## config.mk

```make
export PLATFORM = sky130hd
export DESIGN_NAME = two_class_priority_queue
export DESIGN_NICKNAME = d
export VERILOG_FILES = /design/src/hw/rtl/tcpq_pkg.sv /design/src/hw/rtl/tcpq_cell.sv /design/src/hw/rtl/two_class_priority_queue.sv
export SDC_FILE = /design/constraint.sdc
export NUM_CORES = 1
export LEC_CHECK = 0
export ABC_AREA = 1
export BUFFER_PORTS_ARGS = -buffer_cell sky130_fd_sc_hd__buf_4
export CELL_PAD_IN_SITES_DETAIL_PLACEMENT = 0
export CELL_PAD_IN_SITES_GLOBAL_PLACEMENT = 2
export CORE_ASPECT_RATIO = 0.5
export CORE_MARGIN = 5
export CORE_UTILIZATION = 25
export CTS_BUF_LIST = sky130_fd_sc_hd__clkbuf_8
export CTS_CLUSTER_SIZE = 28
export DETAILED_ROUTE_END_ITERATION = 6
export PLACE_DENSITY_LB_ADDON = 0.3
export SYNTH_ARGS = -nofsm -noshare
export SYNTH_HDL_FRONTEND = slang
export SYNTH_SLANG_ARGS = --single-unit
```

## constraint.sdc

```tcl
create_clock -name clk_i -period 12.2 [get_ports clk_i]
set_clock_uncertainty 0.1 [all_clocks]
set_input_delay 1.22 -clock clk_i [delete_from_list [all_inputs] [get_ports clk_i]]
set_output_delay 1.22 -clock clk_i [all_outputs]
set_load 0.01 [all_outputs]
```

## src/hw/rtl/tcpq_pkg.sv

```systemverilog
// Shared types and constants for the two-class priority queue.
// Request and result structs, operation codes, cell control structs.
// No dependencies.
package tcpq_pkg;

  localparam int unsigned ENTRY_ID_W   = 12;
  localparam int unsigned COUNT_W      = 5;
  localparam int unsigned CAPACITY_DEF = 16;
  localparam int unsigned ID_BITS_DEF  = 12;

  typedef enum logic [1:0] {
    KIND_ADD    = 2'd0,
    KIND_REMOVE = 2'd1,
    KIND_DEPART = 2'd2,
    KIND_LOOKUP = 2'd3
  } kind_e;

  localparam logic STATUS_OK   = 1'b0;
  localparam logic STATUS_FAIL = 1'b1;

  typedef struct packed {
    kind_e                 kind;
    logic [ENTRY_ID_W-1:0] entry_id;
    logic                  entry_class;
    logic                  urgent;
  } in_item_t;

  typedef struct packed {
    logic               status;
    logic               found;
    logic [COUNT_W-1:0] total_count;
    logic [COUNT_W-1:0] urgent_count;
  } out_item_t;

  // Broadcast to every cell; each enable is already qualified by the checks.
  typedef struct packed {
    logic ins_en;
    logic rm_en;
    logic dep_en;
  } cell_cmd_t;

  // Per-cell position info derived from the lengths.
  typedef struct packed {
    logic occ;        // cell holds a queued entry
    logic ins_here;   // new id lands in this cell
    logic ins_after;  // cell sits behind the insert point
    logic urg;        // cell is in the urgent section
  } cell_pos_t;

endpackage

```

## src/hw/rtl/tcpq_cell.sv

```systemverilog
// One storage cell of the queue chain: holds one id, compares it with the key
// and shifts toward either neighbor. Depends on tcpq_pkg.
module tcpq_cell #(
  parameter int unsigned ID_BITS = tcpq_pkg::ID_BITS_DEF
) (
  input  logic                 clk_i,
  input  tcpq_pkg::cell_cmd_t  cmd_i,
  input  tcpq_pkg::cell_pos_t  pos_i,
  input  logic [ID_BITS-1:0]   key_i,
  input  logic [ID_BITS-1:0]   left_id_i,
  input  logic [ID_BITS-1:0]   right_id_i,
  input  logic                 hit_i,
  output logic [ID_BITS-1:0]   id_o,
  output logic                 hit_o,
  output logic                 urg_hit_o
);
  import tcpq_pkg::*;

  logic [ID_BITS-1:0] id_q, id_d;
  logic               match;

  assign match     = pos_i.occ && (id_q == key_i);
  // prefix OR: set from the matching cell to the tail
  assign hit_o     = hit_i | match;
  assign urg_hit_o = match & pos_i.urg;
  assign id_o      = id_q;

  always_comb begin
    id_d = id_q;
    if (cmd_i.dep_en || (cmd_i.rm_en && hit_o)) begin
      id_d = right_id_i;
    end else if (cmd_i.ins_en) begin
      if (pos_i.ins_here) begin
        id_d = key_i;
      end else if (pos_i.ins_after) begin
        id_d = left_id_i;
      end
    end
  end

  always_ff @(posedge clk_i) begin
    id_q <= id_d;
  end

endmodule

```

## src/hw/rtl/two_class_priority_queue.sv

```systemverilog
// Two-class priority queue of unique nonzero ids: urgent entries first, normal
// ones after, each in arrival order. Requests are add, remove by id, depart head
// and lookup; every request gives one result with status, found flag and both
// counts after the step. One request is taken per clock: all cells compare the
// key and shift in the same cycle, and the result sits in the output register
// in the cycle after acceptance. Requests stall only while that register holds
// a result that is not taken. No clearing pass after reset.
// Depends on tcpq_pkg and tcpq_cell.
module two_class_priority_queue #(
  parameter int unsigned CAPACITY = tcpq_pkg::CAPACITY_DEF,
  parameter int unsigned ID_BITS  = tcpq_pkg::ID_BITS_DEF
) (
  input  logic                clk_i,
  input  logic                rst_ni,
  input  logic                in_valid_i,
  output logic                in_stall_o,
  input  tcpq_pkg::in_item_t  in_data_i,
  output logic                out_valid_o,
  input  logic                out_stall_i,
  output tcpq_pkg::out_item_t out_data_o,
  input  logic                cfg_valid_i,
  output logic                cfg_ready_o,
  input  logic                cfg_data_i
);
  import tcpq_pkg::*;

  localparam int unsigned CNT_W = $clog2(CAPACITY + 1);

  logic             acc_class_q;
  logic [CNT_W-1:0] len_q, len_d;
  logic [CNT_W-1:0] ulen_q, ulen_d;
  logic             out_valid_q;
  out_item_t        out_data_q;

  logic                      accept;
  logic [ID_BITS+ENTRY_ID_W-1:0] id_ext;
  logic [ID_BITS-1:0]        key;
  logic                      key_ok;
  logic [CNT_W-1:0]          ins_pos;
  cell_cmd_t                 cmd;
  logic                      ok, found;
  logic                      any_hit, urg_hit;

  logic [ID_BITS-1:0] id_vec [CAPACITY];
  logic [CAPACITY:0]  hit_vec;
  logic [CAPACITY-1:0] urg_vec;

  assign cfg_ready_o = 1'b1;
  assign in_stall_o  = out_valid_q & out_stall_i;
  assign accept      = in_valid_i & ~in_stall_o;

  assign id_ext  = {ID_BITS'(0), in_data_i.entry_id};
  assign key     = id_ext[ID_BITS-1:0];
  assign key_ok  = (key != '0);
  assign ins_pos = in_data_i.urgent ? ulen_q : len_q;

  assign hit_vec[0] = 1'b0;
  assign any_hit    = hit_vec[CAPACITY];
  assign urg_hit    = |urg_vec;

  for (genvar i = 0; i < CAPACITY; i++) begin : g_cell
    localparam logic [CNT_W-1:0] IDX = CNT_W'(i);
    cell_pos_t          pos;
    logic [ID_BITS-1:0] left_id, right_id;

    assign pos.occ       = (IDX < len_q);
    assign pos.ins_here  = (IDX == ins_pos);
    assign pos.ins_after = (IDX > ins_pos);
    assign pos.urg       = (IDX < ulen_q);

    if (i == 0) begin : g_head
      assign left_id = key;
    end else begin : g_body
      assign left_id = id_vec[i-1];
    end
    if (i == CAPACITY - 1) begin : g_tail
      assign right_id = id_vec[i];
    end else begin : g_inner
      assign right_id = id_vec[i+1];
    end

    tcpq_cell #(
      .ID_BITS(ID_BITS)
    ) u_cell (
      .clk_i     (clk_i),
      .cmd_i     (cmd),
      .pos_i     (pos),
      .key_i     (key),
      .left_id_i (left_id),
      .right_id_i(right_id),
      .hit_i     (hit_vec[i]),
      .id_o      (id_vec[i]),
      .hit_o     (hit_vec[i+1]),
      .urg_hit_o (urg_vec[i])
    );
  end

  always_comb begin
    ok    = 1'b0;
    found = 1'b0;
    unique case (in_data_i.kind)
      KIND_ADD: begin
        ok = (in_data_i.entry_class == acc_class_q) && key_ok &&
             (len_q != CNT_W'(CAPACITY)) && !any_hit;
      end
      KIND_REMOVE: ok = key_ok && any_hit;
      KIND_DEPART: ok = (len_q != '0);
      KIND_LOOKUP: begin
        ok    = 1'b1;
        found = key_ok && any_hit;
      end
      default: begin
        ok    = 1'b0;
        found = 1'b0;
      end
    endcase
  end

  assign cmd.ins_en = accept && ok && (in_data_i.kind == KIND_ADD);
  assign cmd.rm_en  = accept && ok && (in_data_i.kind == KIND_REMOVE);
  assign cmd.dep_en = accept && ok && (in_data_i.kind == KIND_DEPART);

  always_comb begin
    len_d  = len_q;
    ulen_d = ulen_q;
    if (cmd.ins_en) begin
      len_d = len_q + CNT_W'(1);
      if (in_data_i.urgent) begin
        ulen_d = ulen_q + CNT_W'(1);
      end
    end else if (cmd.rm_en) begin
      len_d = len_q - CNT_W'(1);
      if (urg_hit) begin
        ulen_d = ulen_q - CNT_W'(1);
      end
    end else if (cmd.dep_en) begin
      len_d = len_q - CNT_W'(1);
      // head is urgent whenever the urgent section is not empty
      if (ulen_q != '0) begin
        ulen_d = ulen_q - CNT_W'(1);
      end
    end
  end

  always_ff @(posedge clk_i or negedge rst_ni) begin
    if (!rst_ni) begin
      acc_class_q <= 1'b0;
      len_q       <= '0;
      ulen_q      <= '0;
      out_valid_q <= 1'b0;
    end else begin
      if (cfg_valid_i && cfg_ready_o) begin
        acc_class_q <= cfg_data_i;
      end
      len_q  <= len_d;
      ulen_q <= ulen_d;
      if (accept) begin
        out_valid_q <= 1'b1;
      end else if (!out_stall_i) begin
        out_valid_q <= 1'b0;
      end
    end
  end

  always_ff @(posedge clk_i) begin
    if (accept) begin
      out_data_q.status       <= ok ? STATUS_OK : STATUS_FAIL;
      out_data_q.found        <= found;
      out_data_q.total_count  <= COUNT_W'(len_d);
      out_data_q.urgent_count <= COUNT_W'(ulen_d);
    end
  end

  assign out_valid_o = out_valid_q;
  assign out_data_o  = out_data_q;

endmodule

```

## Yosys cells after proc, flatten, opt, wreduce, memory -nomap -nowiden

Cells that the tools add are included.

| word-level totals | value |
|---|---|
| register bits | 216 |
| word-level logic and storage cells | 334 |
| output and inout port bits | 15 |
| bits of input ports | 22 |

| cells by class | value |
|---|---|
| $add $sub $neg | 4 |
| magnitude comparators | 48 |
| bitwise logic cells | 35 |
| reductions and logical operators | 110 |
| equality and inequality tests | 37 |
| muxes and demuxes | 76 |

Operators with widths:

| kind | count |
|---|---|
| 12-bit two-way mux | 62 |
| 12-bit == test | 16 |
| 4-bit by 5-bit less-than comparator with 1-bit output, first input constant | 16 |
| 5-bit two-way mux | 10 |
| 3-bit nonzero test | 15 |
| 4-bit by 5-bit == test with 1-bit output, first input constant | 8 |
| 4-bit by 5-bit greater-than comparator with 1-bit output, first input constant | 8 |
| 1-bit logical AND | 40 |
| 3-bit by 5-bit less-than comparator with 1-bit output, first input constant | 8 |
| 2-bit nonzero test | 16 |
| 2-bit AND reduction | 15 |
| 3-bit by 5-bit == test with 1-bit output, first input constant | 4 |
| 3-bit by 5-bit greater-than comparator with 1-bit output, first input constant | 4 |
| 1-bit by 5-bit less-than comparator with 1-bit output, first input constant | 4 |
| 2-bit by 5-bit less-than comparator with 1-bit output, first input constant | 4 |
| 1-bit AND | 18 |
| 1-bit logical OR | 16 |
| 16-bit OR reduction | 1 |
| 1-bit OR | 15 |
| 12-bit nonzero test | 1 |
| 5-bit by 1-bit adder with 5-bit output, second input constant | 2 |
| 2-bit by 5-bit == test with 1-bit output, first input constant | 2 |
| 1-bit by 5-bit greater-than comparator with 1-bit output, first input constant | 2 |
| 2-bit by 5-bit greater-than comparator with 1-bit output, first input constant | 2 |
| 15 further kinds | 21 |

## Longest topological paths before layout

| logic depth | value |
|---|---|
| word-level depth | 26 |
| depth in mapped cells | 29 |
| mapped depth without buffers | 25 |

## Modules after synthesis

Synthesis repeated with hierarchy kept, for this count alone.

| second synthesis, totals | value |
|---|---|
| cell total of the unflattened synthesis | 2,772 |
| area, all modules | 19,761.5 µm² |

Modules (own cells, without submodules):

| module | area each (µm²) | times used | seq. area each (µm²) | cells an instance |
|---|---|---|---|---|
| tcpq_cell | 1,099.8 | 16 | 360.3 | 152 |
| two_class_priority_queue | 2,164.6 | 1 | 660.6 | 340 |

## Worst setup path before layout

No wires, ideal clock.

| timing path | value |
|---|---|
| path kind | input port to flip-flop |
| start | in in_data_i[5] in the netlist's numbering |
| end | reg g_cell[2].u_cell.id_q[0] (enable) |
| path buffers | 3 |
| required time | 11.702 ns |
| arrival | 4.413 ns |
| stages | 24 |
| setup time | 0.398 ns |
| setup slack | 7.289 ns |
| cells stage by stage | buf_2 -> inv_2 -> buf_4 -> nand2_1 -> nand2_1 -> nor2_1 -> nand2_1 -> nor2_1 -> nand2_1 -> nand2_2 -> nor2_2 -> nand4_2 -> nor2_1 -> nand4_1 -> nor2_1 -> nand4_1 -> nor2_1 -> a21oi_1 -> nor2_1 -> buf_4 -> nand3_1 -> inv_1 -> nand2_1 -> o21ai_0 |

| between the ends | value |
|---|---|
| cells in the longest elaborated chain, start to end | 26 |
| elaborated cells between the ends (all ways) | 63 |
| those cells by class | eq/ne (16); mux (1); bitwise (15); reduce/logical (31) |

Ends and longest elaborated chain:

| what | line | RTL |
|---|---|---|
| from (decl) | two_class_priority_queue.sv:17 | `input tcpq_pkg::in_item_t in_data_i,` |
| 12-bit == test | tcpq_cell.sv:22 | `assign match = pos_i.occ && (id_q == key_i);` |
| 1-bit logical AND | tcpq_cell.sv:22 |  |
| 1-bit OR (15 in series) | tcpq_cell.sv:24 | `assign hit_o = hit_i \| match;` |
| 1-bit zero test | two_class_priority_queue.sv:104 | `(len_q != CNT_W'(CAPACITY)) && !any_hit;` |
| 1-bit logical AND | two_class_priority_queue.sv:104 |  |
| 1-bit case mux with 4 select lines | two_class_priority_queue.sv:101 | `unique case (in_data_i.kind)` |
| 1-bit logical AND | two_class_priority_queue.sv:119, two_class_priority_queue.sv:120, two_class_priority_queue.sv:121 |  |
| 1-bit logical AND | two_class_priority_queue.sv:120 | `assign cmd.rm_en = accept && ok && (in_data_i.kind == KIND_REMOVE);` |
| 1-bit logical AND | tcpq_cell.sv:30 | `if (cmd_i.dep_en \|\| (cmd_i.rm_en && hit_o)) begin` |
| 1-bit logical OR | tcpq_cell.sv:30 |  |
| 3-bit nonzero test (no line) / 2-bit nonzero test (equally long branches) | - |  |
| 2-bit AND reduction (no line) (*) | - |  |
| to (signal assigned) | tcpq_cell.sv:42 | `id_q <= id_d;` |
| to (decl) | tcpq_cell.sv:19 | `logic [ID_BITS-1:0] id_q, id_d;` |

Mark *: on every way between the ends. The rest lies on a longest branch, timed or not.
A chain may end at the register's enable or synchronous reset.

## Final worst setup path

| timing path | value |
|---|---|
| start | in in_data_i[2] in the netlist's numbering |
| end | reg g_cell[2].u_cell.id_q[9] (enable) |

Same word-level chain as after synthesis.

==> run metrics <==
Seq pwr share=39.4%; logic gate share of total power=28.8%; full die area=0.0663 sq mm; CTS tree=done; fin cells=2960; drc violations=0; commonest non-fill, non-tap cell in the layout=nand2_1; max_cap viols=0; CP Data Required Time=12.29 ns; Iter 0 DRT Violations=1337; Sw Ratio=37.6%; fin util=27.8%; slowest CP cell=nand2_2; CP delay by family, top=simple AND/OR/NAND/NOR gates; Buf/Inv on CP=3; Area growth syn-to-layout=11.0%; vias per cell=4.79; CTS Hold Bufs=0; CP max stage delay=0.84 ns; CP Class=in -> reg; routability-driven placement congestion ratio=0.846; Syn Inst Count=2137; CTS max path bufs=3; crit end category=register; Max IR drop VDD=0.0522 mV; WL/cell=20.8 um; Syn Std Cell Area=0.0152 sq mm; layout cell share with drive strength beyond 1=7.03%; most frequent CP cell=nor2_1; post-synthesis average cell area=7.14 sq um; Ys Warns=0; Site Rows=64; synth unique cells=45; Clk Tree Root Cell=clkbuf_8; RSZ-0062 raised after global routing=no; Die Wd=359 um; H-tree depth=2; Fmax=136 MHz; # nets final=2134; placed instance area=0.0161 sq mm; number of routed nets with antenna violations=0; postcts setup bufs=0; Post-synth EDFFs=204; commonest cells after routing, fill and taps aside=713 x nand2_1, 309 x o21ai_0, 219 x inv_1; Remaining Overflow, GRT=0; post-placement cell count=2887; sequential share of the synthesized area=42.1%; clock slew at reported path FFs=0.07 ns; first-pass iteration count of the detailed router=5; Top FF cell, synth=edfxtp_1; Power Total=2.44 mW; Starting Density=25.1%; total wire length=61500 um; Psw=917 uW; Num CTS Buffers=41; Tcrit/Tclk final=60.2%; I/O Buffers=35; Final setup viols=0; vias in the first global route=13900; Reg-to-Reg Start=len_q[4]; worst skew pair latency=0.59 ns; setup_tns=0 ns; crit path cell chain=buf_4, inv_1, buf_4, nand2_1, nand2_1, nor2_1, nand2_1, nor2_1, nand2_1, nand2_2, nor2_2, nand4_2, nor2_1, nand4_1, nor2_1, nand4_1, nor2_1, a21oi_1, nor2_1, nand3_1, nand2_2, nand2_1, o21ai_1; # IOs=37; ys async rst share=5.56%; crit path launch=in_data_i[2]; clock tree sinks=216; fin. max-slew vios=0; Synth Net Count=2166; status=finished clean; Post-Layout Inst Area=0.0169 sq mm; Fillers=6806; crit start category=primary input; Clock power frac=31.8%; pwr/cell area=144 mW/mm^2; hold crit path type=in -> async; Vias=14200; post-DP HPWL=43600 um; Tmin final=7.34 ns; relative slew slack=25.0%; Die Ht=185 um; CP max FO=30; final hold vios=0; number of synthesized register bits=216; initial antenna violation count=3; pin count of the biggest net entering global routing=31; Worst Tran Pin Value=1.12 ns; post-cts resize count=0; global-route wire length before repair=90200 um; Leakage=7.59 nW; Internal Power=1.52 mW; Core Region=0.0608 sq mm; Tot GR Track Use=18.1%; crit path DAT=7.43 ns
[final timing paths]
kind                       slack, ns                        to  depth (start not counted)
setup / recovery                4.86  g_cell[2].u_cell.id_o[9]                         23
hold / removal                  0.36                  len_q[4]                          1
setup reg to reg                5.28  g_cell[2].u_cell.id_o[9]                         19
hold reg to reg                 0.39               out_valid_o                          2
max in group asynchronous      11.46                  len_q[1]                          1
min in group clk_i              0.39               out_valid_o                          2
[stage by stage]
stage	hold slack, ns	worst slack, ns
finish	0.361	4.86
global route	0.340	4.34
CTS	0.323	4.87
detailed placement	0.381	4.27
global placement	0.388	4.32
floorplan	0.401	7.29
[registers in the layout, indices dropped and copies added, names as in the netlist]
| register | cells |
|---|---|
| len_q | 5 |
| g_cell.u_cell.id_o | 192 |
| out_data_o | 12 |
| acc_class_q | 1 |
| out_valid_o | 1 |
| ulen_q | 5 |
[power groups by stage]
stage	clock, mW	sequential (mW)	combinational (mW)
2_1_floorplan	0	0.941	0.477
3_3_place_gp	0	0.976	0.704
3_5_place_dp	0	0.976	0.699
4_1_cts	0.797	0.960	0.703
5_1_grt	0.832	0.966	0.787
6_report	0.775	0.960	0.703
[logic make-up (layout without fill, tap and decap cells)]
| kind of cell | count (synthesis) | count (layout) | synth area share, % |
|---|---|---|---|
| flops | 216 | 216 | 42.1 |
| xor+xnor | 81 | 81 | 4.65 |
| buf+inv | 351 | 347 | 9.61 |
| mux | 1 | 1 | 0.0738 |
| compound gates | 414 | 414 | 14.0 |
| simple gates | 1066 | 1066 | 29.0 |
| other cells | 1 | 3 | 0.0246 |
| fa+ha+maj | 7 | 7 | 0.574 |
[area by class of cell]
cell class / count / area [sq um] / area share, %
repair buffers: 50 / 375 / 2.22
well taps: 825 / 1030 / 6.10
clock inverters: 22 / 179 / 1.06
inverters: 226 / 848 / 5.01
multi-input cells: 1570 / 7380 / 43.6
diodes: 2 / 5.00 / 0.0296
clock buffers: 49 / 674 / 3.99
flip-flops and latches: 216 / 6430 / 38.0
[per-layer routing]
| layer | routed length (um) | global-route usage (%) | vias to the layer above | share of wire [%] |
|---|---|---|---|---|
| met2 | 28000 | 30.4 | 361 | 46 |
| met5 | 0 | 0 | - | 0 |
| met1 | 28800 | 24.8 | 6792 | 47 |
| met3 | 3230 | 2.32 | 80 | 5.3 |
| li1 | - | - | 6957 | - |
| met4 | 1450 | 4.43 | 0 | 2.4 |
[cells in the mapped netlist (7+ instances only)]
| master | number | area [sq um] |
|---|---|---|
| buf_6 | 9 | 101 |
| buf_4 | 7 | 52.6 |
| nor3_1 | 24 | 120 |
| nor2_1 | 167 | 627 |
| o21ai_0 | 314 | 1570 |
| inv_1 | 213 | 800 |
| clkbuf_1 | 59 | 221 |
| nor4_1 | 22 | 138 |
| o21ai_1 | 34 | 170 |
| edfxtp_1 | 204 | 6130 |
| dfrtp_1 | 12 | 300 |
| a21oi_1 | 46 | 230 |
| inv_2 | 12 | 45.0 |
| xnor2_1 | 31 | 272 |
| nand2_1 | 713 | 2680 |
| nand3_1 | 61 | 305 |
| buf_1 | 7 | 26.3 |
| ha_1 | 7 | 87.6 |
| nand4_1 | 57 | 357 |
| buf_2 | 43 | 215 |
| xor2_1 | 50 | 438 |
(Power assumes the default switching activity.)
